## src/design/wfsa_pkg.sv

```systemverilog
`default_nettype none
// ---------------------------------------------------------------------------
// wfsa_pkg: shared types and constants of the weighted fair-share arbiter
// Widths of weights, service counters, sums and keys, and the reset table.
// ---------------------------------------------------------------------------
package wfsa_pkg;

  // Number of requesters (2..8).
  localparam int REQUESTERS  = 6;
  localparam int WEIGHT_REGS = 6;   // weight registers on the config port
  localparam int MASK_W      = 6;   // runnable_mask field width
  localparam int IDX_W       = 3;   // grant_index field width
  localparam int WT_W        = 8;
  localparam int CNT_W       = 32;
  localparam int CFG_IDX_W   = $clog2(WEIGHT_REGS);
  localparam int CFG_DATA_W  = WT_W;
  localparam int TDATA_W     = 8;

  // Sum of all counters and sum of runnable weights, without overflow.
  localparam int RSUM_W = CNT_W + $clog2(REQUESTERS);
  localparam int WSUM_W = WT_W + $clog2(REQUESTERS);
  localparam int PW_W   = WT_W + RSUM_W;
  localparam int PC_W   = CNT_W + WSUM_W;
  localparam int KEY_W  = ((PW_W > PC_W) ? PW_W : PC_W) + 1;

  // Compare tree size.
  localparam int LVL   = $clog2(REQUESTERS);
  localparam int SLOTS = 1 << LVL;

  // Register index of weight_0; weight_i sits at REG_WEIGHT_0 + i.
  localparam logic [CFG_IDX_W-1:0] REG_WEIGHT_0 = '0;

  localparam logic [CNT_W-1:0] CNT_MAX = '1;

  typedef logic [WT_W-1:0]         wt_t;
  typedef logic [CNT_W-1:0]        cnt_t;
  typedef logic [RSUM_W-1:0]       rsum_t;
  typedef logic [WSUM_W-1:0]       wsum_t;
  typedef logic signed [KEY_W-1:0] key_t;

  typedef struct packed {
    logic             found;
    logic [IDX_W-1:0] idx;
  } pick_t;

  function automatic wt_t weight_reset(input int unsigned i);
    wt_t v;
    case (i)
      0:       v = 8'd50;
      1:       v = 8'd25;
      2:       v = 8'd12;
      3:       v = 8'd8;
      4:       v = 8'd4;
      5:       v = 8'd1;
      default: v = 8'd0;
    endcase
    return v;
  endfunction

endpackage
`default_nettype wire

```

## src/design/wfsa_key.sv

```systemverilog
`default_nettype none
// ---------------------------------------------------------------------------
// wfsa_key: fair-share key of one requester
// key = weight * R - count * W, both products unsigned, result signed.
// ---------------------------------------------------------------------------
module wfsa_key (
  input  wire wfsa_pkg::wt_t   weight_i,
  input  wire wfsa_pkg::cnt_t  count_i,
  input  wire wfsa_pkg::rsum_t rsum_i,
  input  wire wfsa_pkg::wsum_t wsum_i,
  output wfsa_pkg::key_t       key_o
);

  logic [wfsa_pkg::PW_W-1:0] prod_w;
  logic [wfsa_pkg::PC_W-1:0] prod_c;

  assign prod_w = wfsa_pkg::PW_W'(weight_i) * wfsa_pkg::PW_W'(rsum_i);
  assign prod_c = wfsa_pkg::PC_W'(count_i) * wfsa_pkg::PC_W'(wsum_i);

  assign key_o = signed'(wfsa_pkg::KEY_W'(prod_w)) - signed'(wfsa_pkg::KEY_W'(prod_c));

endmodule
`default_nettype wire

```

## config.mk

```make
export PLATFORM = sky130hd
export DESIGN_NAME = wfsa_key
export DESIGN_NICKNAME = d
export VERILOG_FILES = /design/src/design/wfsa_pkg.sv /design/src/design/wfsa_key.sv
export SDC_FILE = /design/constraint.sdc
export NUM_CORES = 2
export LEC_CHECK = 0
export BUFFER_PORTS_ARGS = -buffer_cell sky130_fd_sc_hd__buf_2
export CAP_MARGIN = 40
export CORE_MARGIN = 4
export CORE_UTILIZATION = 40
export DETAILED_ROUTE_END_ITERATION = 16
export PLACE_DENSITY_LB_ADDON = 0.08
export RECOVER_POWER = 50
export SETUP_SLACK_MARGIN = 0.3
export SLEW_MARGIN = 30
export SYNTH_ARGS = -nofsm -noshare
export SYNTH_HDL_FRONTEND = slang
export SYNTH_SLANG_ARGS = --single-unit
```

## constraint.sdc

```tcl
create_clock -name vclk -period 6.9
set_input_delay 0.345 -clock vclk [all_inputs]
set_output_delay 0.345 -clock vclk [all_outputs]
set_load 0.02 [all_outputs]
```

==> reports/qor.yml <==
yosys:
  ys_seq_area_frac: 0
  syn_nets: 2989
  ys_top_cells_by_area: "fa_1 (55%), inv_1 (11%), and2_1 (9.4%)"
  synth_top_area_frac: 0.552
  yosys.area_share.simple: 0.181
  synthAdderAreaFrac: 0.620
  synthCells: 2244
  syn_area_per_cell_sq_um: 8.89
  synth_cell_types: 63
  synth_area_sq_mm: 0.0199
  synth_top_family_by_area: "adder cells"
  synth_xor_area_frac: 0.0180
  synth_compound_area_frac: 0.0496
  muxShareOfSynthArea: 0.000502
  synth-warning-count: 0
  synth.largest_area_cell: "fa_1"
route:
  totalWireLength_mm: 56.8
  drtIter0Drc: 502
  drt-wirelength-per-cell_um: 18.9
  avgViaCountPerCell: 4.91
  final_antenna_net_count: 0
  drt-pass1-iter-count: 5
  remaining_drc_errors: 0
  vias: 14773
flow_run:
  maxCapViolations: 0
final_layout:
  layout-drive-gt1-share: 0.114
  syn2layout_area_growth_pct: 11.3
  n_sequential_cell: 0
  mostFrequentLayoutCells: "inv_1 (560), fa_1 (542), nand2_1 (363)"
  nClkBuffers: 0
  final_common_cell: "inv_1"
  finalNetCount: 3091
  register_area_sq_um: 0
grt:
  grtUsageTotal: 0.214
  antenna_found_initial: 1
  grt_pass1_wl_mm: 89.2
  grt_pass1_vias: 16521
  grt_overflow: 0
  grt_max_degree: 36
critical_path:
  start_kind: "input pin"
  cp-end-kind: "output port"
  cp.arrival_ps: 6110
  path_class: "in2out"
  crit_path_max_fanout: 13
  worst-endpoint-required_ps: 6550
timing:
  hold_violations: 0
  fin_crit_sh: 0.936
  setup_violations: 0
  final.setup.tns_ps: 0
  slew_violations: 0
  period_minus_slack_ps: 6460
  slew_headroom: 0.482
  rsz0062_at_grt: "yes"
  fmaxAchievable_ghz: 0.155
  worstMarginPinSlew_ps: 776
die:
  dieArea_sq_mm: 0.0535
  start_util: 0.406
  die_w_um: 231
  io_pins: 130
  coreArea_sq_mm: 0.0492
  num_rows: 81
  die_y_um: 231
run_status:
  outcome: "complete, no violations"
placement:
  io_buffers: 130
  dp_hpwl_mm: 50.0
  gp_congestion: 0.855
worst_hold_path:
  hold_path.class: "in2out"
cts:
  hold_buffers: 0
synthesized netlist by cell type (all sizes together) (10+ instances only):
master	n
nand4	13
xnor2	21
nor2	16
inv	568
nand2	363
a21oi	38
xor2	20
fa	550
o21ai	17
and2	300
clkbuf	102
o21bai	10
a21o	31
ha	109
critical path, cell delays in order:
cell,delay (ps)
buf_16,130
and2_4,160
fa_1,540
inv_2,40
fa_1,510
inv_2,40
fa_1,540
inv_2,40
fa_1,480
fa_1,510
fa_1,570
inv_2,50
ha_4,260
buf_6,100
nand4_1,120
a21oi_2,120
a31oi_1,210
o311ai_4,380
nand3_2,170
a31o_4,300
o21bai_1,150
xor2_1,160
buf_4,160
final cells by class:
class                      count  area [sq um]
timing repair buffer         210          1610
antenna                        1          2.50
multi-input combinational   1566         17600
fill                        4964         26900
inverter                     568          2130
tap                          664           831
kinds of logic after synthesis:
logic type | after synthesis
XOR/XNOR | 41
multiplexers | 1
AND/OR/NAND/NOR | 728
buffers and inverters | 678
AO/OA/AOI/OAI | 137
adder cells (fa/ha/maj) | 659
layer usage:
| layer | vias up | GRT usage | routed length, um |
|---|---|---|---|
| met3 | 105 | 0.00516 | 1010 |
| met2 | 245 | 0.430 | 32500 |
| li1 | 6617 | - | - |
| met1 | 7806 | 0.232 | 20000 |
| met4 | 0 | 0.0970 | 3330 |
| met5 | - | 0 | 0 |
path summary, 6_finish.rpt:
check | from | endpoint | slack, ps | cells past startpoint
setup / recovery | weight_i[5] | key_o[37] | 440 | 23
hold / removal | wsum_i[0] | key_o[0] | 1410 | 4
metrics by stage:
stage | hold WS, ps | util | area [sq um] | setup slack [ps] | std cells
after floorplan | 1020 | - | 19900 | 669 | 2244
after global placement | 1430 | 0.437 | 21500 | 77.1 | 2996
after detailed placement | 1430 | 0.437 | 21500 | 35.2 | 2996
after CTS | 1440 | 0.440 | 21600 | 297 | 2997
after global routing | 1460 | 0.452 | 22200 | 223 | 3008
final | 1410 | 0.452 | 22200 | 443 | 3009
what timing repair did:
action / CTS / global route
gates resized for setup: 38 / 136
pin swaps: 15 / 55
setup buffers: 1 / 9
cloned: 0 / 2
endpoints found under the setup margin: 14 / 17
Power is not shown: default switching activity piles up to over one toggle a cycle in this logic, so the estimate is an artifact.
