==> src/design/wfsa_pkg.sv <==
`default_nettype none
// ---------------------------------------------------------------------------
// wfsa_pkg: shared types and constants of the weighted fair-share arbiter
// Widths of weights, service counters, sums and keys, and the reset table.
// ---------------------------------------------------------------------------
package wfsa_pkg;

  // Number of requesters (2..8).
  localparam int REQUESTERS  = 6;
  localparam int WEIGHT_REGS = 6;   // weight registers on the config port
  localparam int MASK_W      = 6;   // runnable_mask field width
  localparam int IDX_W       = 3;   // grant_index field width
  localparam int WT_W        = 8;
  localparam int CNT_W       = 32;
  localparam int CFG_IDX_W   = $clog2(WEIGHT_REGS);
  localparam int CFG_DATA_W  = WT_W;
  localparam int TDATA_W     = 8;

  // Sum of all counters and sum of runnable weights, without overflow.
  localparam int RSUM_W = CNT_W + $clog2(REQUESTERS);
  localparam int WSUM_W = WT_W + $clog2(REQUESTERS);
  localparam int PW_W   = WT_W + RSUM_W;
  localparam int PC_W   = CNT_W + WSUM_W;
  localparam int KEY_W  = ((PW_W > PC_W) ? PW_W : PC_W) + 1;

  // Compare tree size.
  localparam int LVL   = $clog2(REQUESTERS);
  localparam int SLOTS = 1 << LVL;

  // Register index of weight_0; weight_i sits at REG_WEIGHT_0 + i.
  localparam logic [CFG_IDX_W-1:0] REG_WEIGHT_0 = '0;

  localparam logic [CNT_W-1:0] CNT_MAX = '1;

  typedef logic [WT_W-1:0]         wt_t;
  typedef logic [CNT_W-1:0]        cnt_t;
  typedef logic [RSUM_W-1:0]       rsum_t;
  typedef logic [WSUM_W-1:0]       wsum_t;
  typedef logic signed [KEY_W-1:0] key_t;

  typedef struct packed {
    logic             found;
    logic [IDX_W-1:0] idx;
  } pick_t;

  function automatic wt_t weight_reset(input int unsigned i);
    wt_t v;
    case (i)
      0:       v = 8'd50;
      1:       v = 8'd25;
      2:       v = 8'd12;
      3:       v = 8'd8;
      4:       v = 8'd4;
      5:       v = 8'd1;
      default: v = 8'd0;
    endcase
    return v;
  endfunction

endpackage
`default_nettype wire

==> src/design/wfsa_pick.sv <==
`default_nettype none
// ---------------------------------------------------------------------------
// wfsa_pick: largest-key compare tree
// Binary tournament over the runnable requesters; lower index wins ties.
// ---------------------------------------------------------------------------
module wfsa_pick (
  input  wire wfsa_pkg::key_t                  key_i [wfsa_pkg::REQUESTERS],
  input  wire [wfsa_pkg::REQUESTERS-1:0]       run_i,
  output wfsa_pkg::pick_t                      pick_o
);

  wfsa_pkg::key_t               lk [wfsa_pkg::LVL+1][wfsa_pkg::SLOTS];
  logic                         lv [wfsa_pkg::LVL+1][wfsa_pkg::SLOTS];
  logic [wfsa_pkg::IDX_W-1:0]   li [wfsa_pkg::LVL+1][wfsa_pkg::SLOTS];

  always_comb begin
    logic take_r;
    for (int l = 0; l <= wfsa_pkg::LVL; l++) begin
      for (int n = 0; n < wfsa_pkg::SLOTS; n++) begin
        lk[l][n] = '0;
        lv[l][n] = 1'b0;
        li[l][n] = '0;
      end
    end
    for (int i = 0; i < wfsa_pkg::REQUESTERS; i++) begin
      lk[0][i] = key_i[i];
      lv[0][i] = run_i[i];
      li[0][i] = wfsa_pkg::IDX_W'(i);
    end
    for (int l = 0; l < wfsa_pkg::LVL; l++) begin
      for (int n = 0; n < (wfsa_pkg::SLOTS >> (l + 1)); n++) begin
        // right side only on a strictly larger key
        take_r = lv[l][2*n+1] && (!lv[l][2*n] || (lk[l][2*n+1] > lk[l][2*n]));
        lk[l+1][n] = take_r ? lk[l][2*n+1] : lk[l][2*n];
        li[l+1][n] = take_r ? li[l][2*n+1] : li[l][2*n];
        lv[l+1][n] = lv[l][2*n] || lv[l][2*n+1];
      end
    end
  end

  assign pick_o.found = lv[wfsa_pkg::LVL][0];
  assign pick_o.idx   = lv[wfsa_pkg::LVL][0] ? li[wfsa_pkg::LVL][0] : '0;

endmodule
`default_nettype wire

==> config.mk <==
export PLATFORM = sky130hd
export DESIGN_NAME = wfsa_pick
export DESIGN_NICKNAME = d
export VERILOG_FILES = /design/src/design/wfsa_pkg.sv /design/src/design/wfsa_pick.sv
export SDC_FILE = /design/constraint.sdc
export NUM_CORES = 1
export LEC_CHECK = 0
export BUFFER_PORTS_ARGS = -buffer_cell sky130_fd_sc_hd__buf_2
export CAP_MARGIN = 10
export CORE_ASPECT_RATIO = 0.7
export CORE_MARGIN = 3
export CORE_UTILIZATION = 35
export DETAILED_ROUTE_END_ITERATION = 12
export GPL_TIMING_DRIVEN = 0
export PLACE_DENSITY = 0.7
export SKIP_LAST_GASP = 1
export SYNTH_ARGS = -nofsm -noshare
export SYNTH_HDL_FRONTEND = slang
export SYNTH_SLANG_ARGS = --single-unit
==> constraint.sdc <==
create_clock -name vclk -period 9.7
set_clock_uncertainty 0.15 [all_clocks]
set_input_delay 1.455 -clock vclk [all_inputs]
set_output_delay 1.455 -clock vclk [all_outputs]
set_load 0.05 [all_outputs]
==> results.json <==
{
  "port_buffers": 274,
  "antenna_found_initial": 4,
  "die_w_um": 182.0,
  "yosysWarnings": 0,
  "num_io_pins": 274,
  "syn_area_per_cell_um2": 7.884,
  "slew_headroom_pct": 57.01,
  "max_stage_delay_ns": 0.45,
  "cp.required_ns": 8.10,
  "drtIter0Drc": 376,
  "drive_above_1_share_pct": 40.63,
  "hold_viol": 0,
  "num-clock-buffers": 0,
  "grt_pass1_wl_um": 42720,
  "post-place-ws_ns": -2.723,
  "viasPerCell": 5.295,
  "crit_top_cell": "nand4_1",
  "core_mm2": 0.02103,
  "tightestPinTransition_ns": 0.6390,
  "grt_pass1_vias": 8061,
  "max_cap_viol_count": 0,
  "final_cell_mix": "252 x buf_2, 194 x ha_1, 168 x inv_1, 75 x a21oi_1, 70 x mux2_2",
  "finalWorstSetupSlack_ns": -0.7842,
  "final_common_cell": "buf_2",
  "start_util_pct": 36.10,
  "startpoint_type": "primary input",
  "critPathLaunch": "key_i[261]",
  "violations": "negative setup slack",
  "maxSlewViolCount": 0,
  "multiInputGateArea_mm2": 0.007502,
  "fmax_mhz": 95.38,
  "wl_per_cell_um": 18.37,
  "fin_crit_sh_pct": 108.1,
  "crit_path_max_fanout": 6,
  "cp.depth": 39,
  "final_util_pct": 50.91,
  "crit_type": "primary input to output pin",
  "vias": 8223,
  "synthCells": 963,
  "critPathSlowestCell": "nor4_4",
  "layout_min_cycle_time_ns": 10.48,
  "dp_hpwl_um": 24750,
  "crit_path_end": "pick_o[0]",
  "synth.cell_area_mm2": 0.007592,
  "arrival_ns": 8.88,
  "dr.pass1.iters": 5,
  "die_y_um": 129.2,
  "crit_buf_inv": 10,
  "hold_depth": 4,
  "drt_wl_total_um": 28530,
  "grt_overflow": 0,
  "grt_max_degree": 11,
  "place.gp.congestion": 0.9085,
  "min_path_type": "primary input to output pin",
  "ff_latch_area_um2": 0,
  "grtUsageTotal_pct": 22.66,
  "layout.nets": 1767,
  "grt_setup_unrepaired": "true",
  "yosysUniqueCellTypes": 48,
  "finalSetupViolCount": 3,
  "seq_cells": 0,
  "cts_hold_buffers": 0,
  "fp-row-count": 44,
  "critPathTopFamily": "compound AO/OA/AOI/OAI gates",
  "status": "complete, but fails checks",
  "seq_area_frac_synth_pct": 0,
  "postRouteAntennaNets": 0,
  "die_area_mm2": 0.02352,
  "drc": 0,
  "syn2layout_area_growth_pct": 41.02,
  "syn_nets": 1453,
  "crit_path_end_kind": "output pin",
  "num-fill-cells": 1968
}
[cell families after synthesis]
| family | Yosys count | share of synthesized area [%] |
|---|---|---|
| fa+ha+maj | 220 | 36.26 |
| buf+inv | 201 | 10.53 |
| simple gates | 182 | 12.28 |
| compound gates | 181 | 14.80 |
| mux | 179 | 26.14 |
[worst min-delay path by stage]
| stage | start | endpoint | slack, ns |
|---|---|---|---|
| 6_report | run_i[5] | pick_o[2] | 3.37 |
| 4_1_cts | run_i[5] | pick_o[2] | 3.33 |
| 5_1_grt | run_i[5] | pick_o[2] | 3.37 |
| 3_3_place_gp | run_i[1] | pick_o[3] | 3.36 |
| 2_1_floorplan | run_i[4] | pick_o[2] | 3.09 |
| 3_5_place_dp | run_i[1] | pick_o[3] | 3.36 |
[synthesized netlist by cell type, types with 4 or more instances]
master	number	area (um2)
a211oi_1	12	90.09
a21o_1	28	210.2
a21oi_1	77	385.4
a221o_1	4	40.04
and4_1	7	61.31
buf_2	6	30.03
buf_6	5	56.30
clkbuf_1	4	15.01
ha_1	220	2753
inv_1	183	686.9
mux2_1	15	168.9
mux2_2	73	822.0
mux2i_1	69	690.7
mux2i_2	22	302.8
nand2_1	55	206.5
nand2b_1	5	31.28
nand3_1	19	95.09
nand4_1	42	262.8
nor2_1	22	82.58
nor2b_1	6	37.54
nor3_1	12	60.06
nor4_1	4	25.02
o211ai_1	4	30.03
o21ai_0	26	130.1
[what timing repair did]
item | 4_1_cts | 5_1_grt
resized for setup | 158 | 66
pin swaps | 34 | 26
setup endpoints to repair | 3 | 3
buffers inserted | 29 | 10
gates cloned | 1 | 0
[metrics by stage]
step                      setup TNS [ns]  instances  cell area (um2)  hold WS [ns]
final                             -2.090       1553            10710         3.369
after CTS                         -2.050       1542            10360         3.329
after global placement            -7.578       1513             9340         3.356
after detailed placement          -7.840       1513             9340         3.357
after floorplan               -0.0005844        963             7624         3.093
after global routing              -3.072       1552            10700         3.365
[layer usage]
metal  up-vias  routed length, um  GRT usage (%)  share of wire [%]
met5         -                 27              0              0.095
met4         4                250          2.149               0.88
met3        24               2061          3.255                7.2
met2       273              12160          36.45                 43
met1      3773              14030          33.36                 49
li1       4149                  -              -                  -
[tightest hold or removal path: stages]
cell and delay, ns:
buf_2 0.09, or2_2 0.17, and2_4 0.20, buf_8 0.15
[cell type report]
type	count	share of cell area, %
timing repair buffer	313	18.10
tap	276	3.225
buffer	17	1.975
inverter	183	6.579
multi-input combinational	762	70.07
antenna	2	0.04675
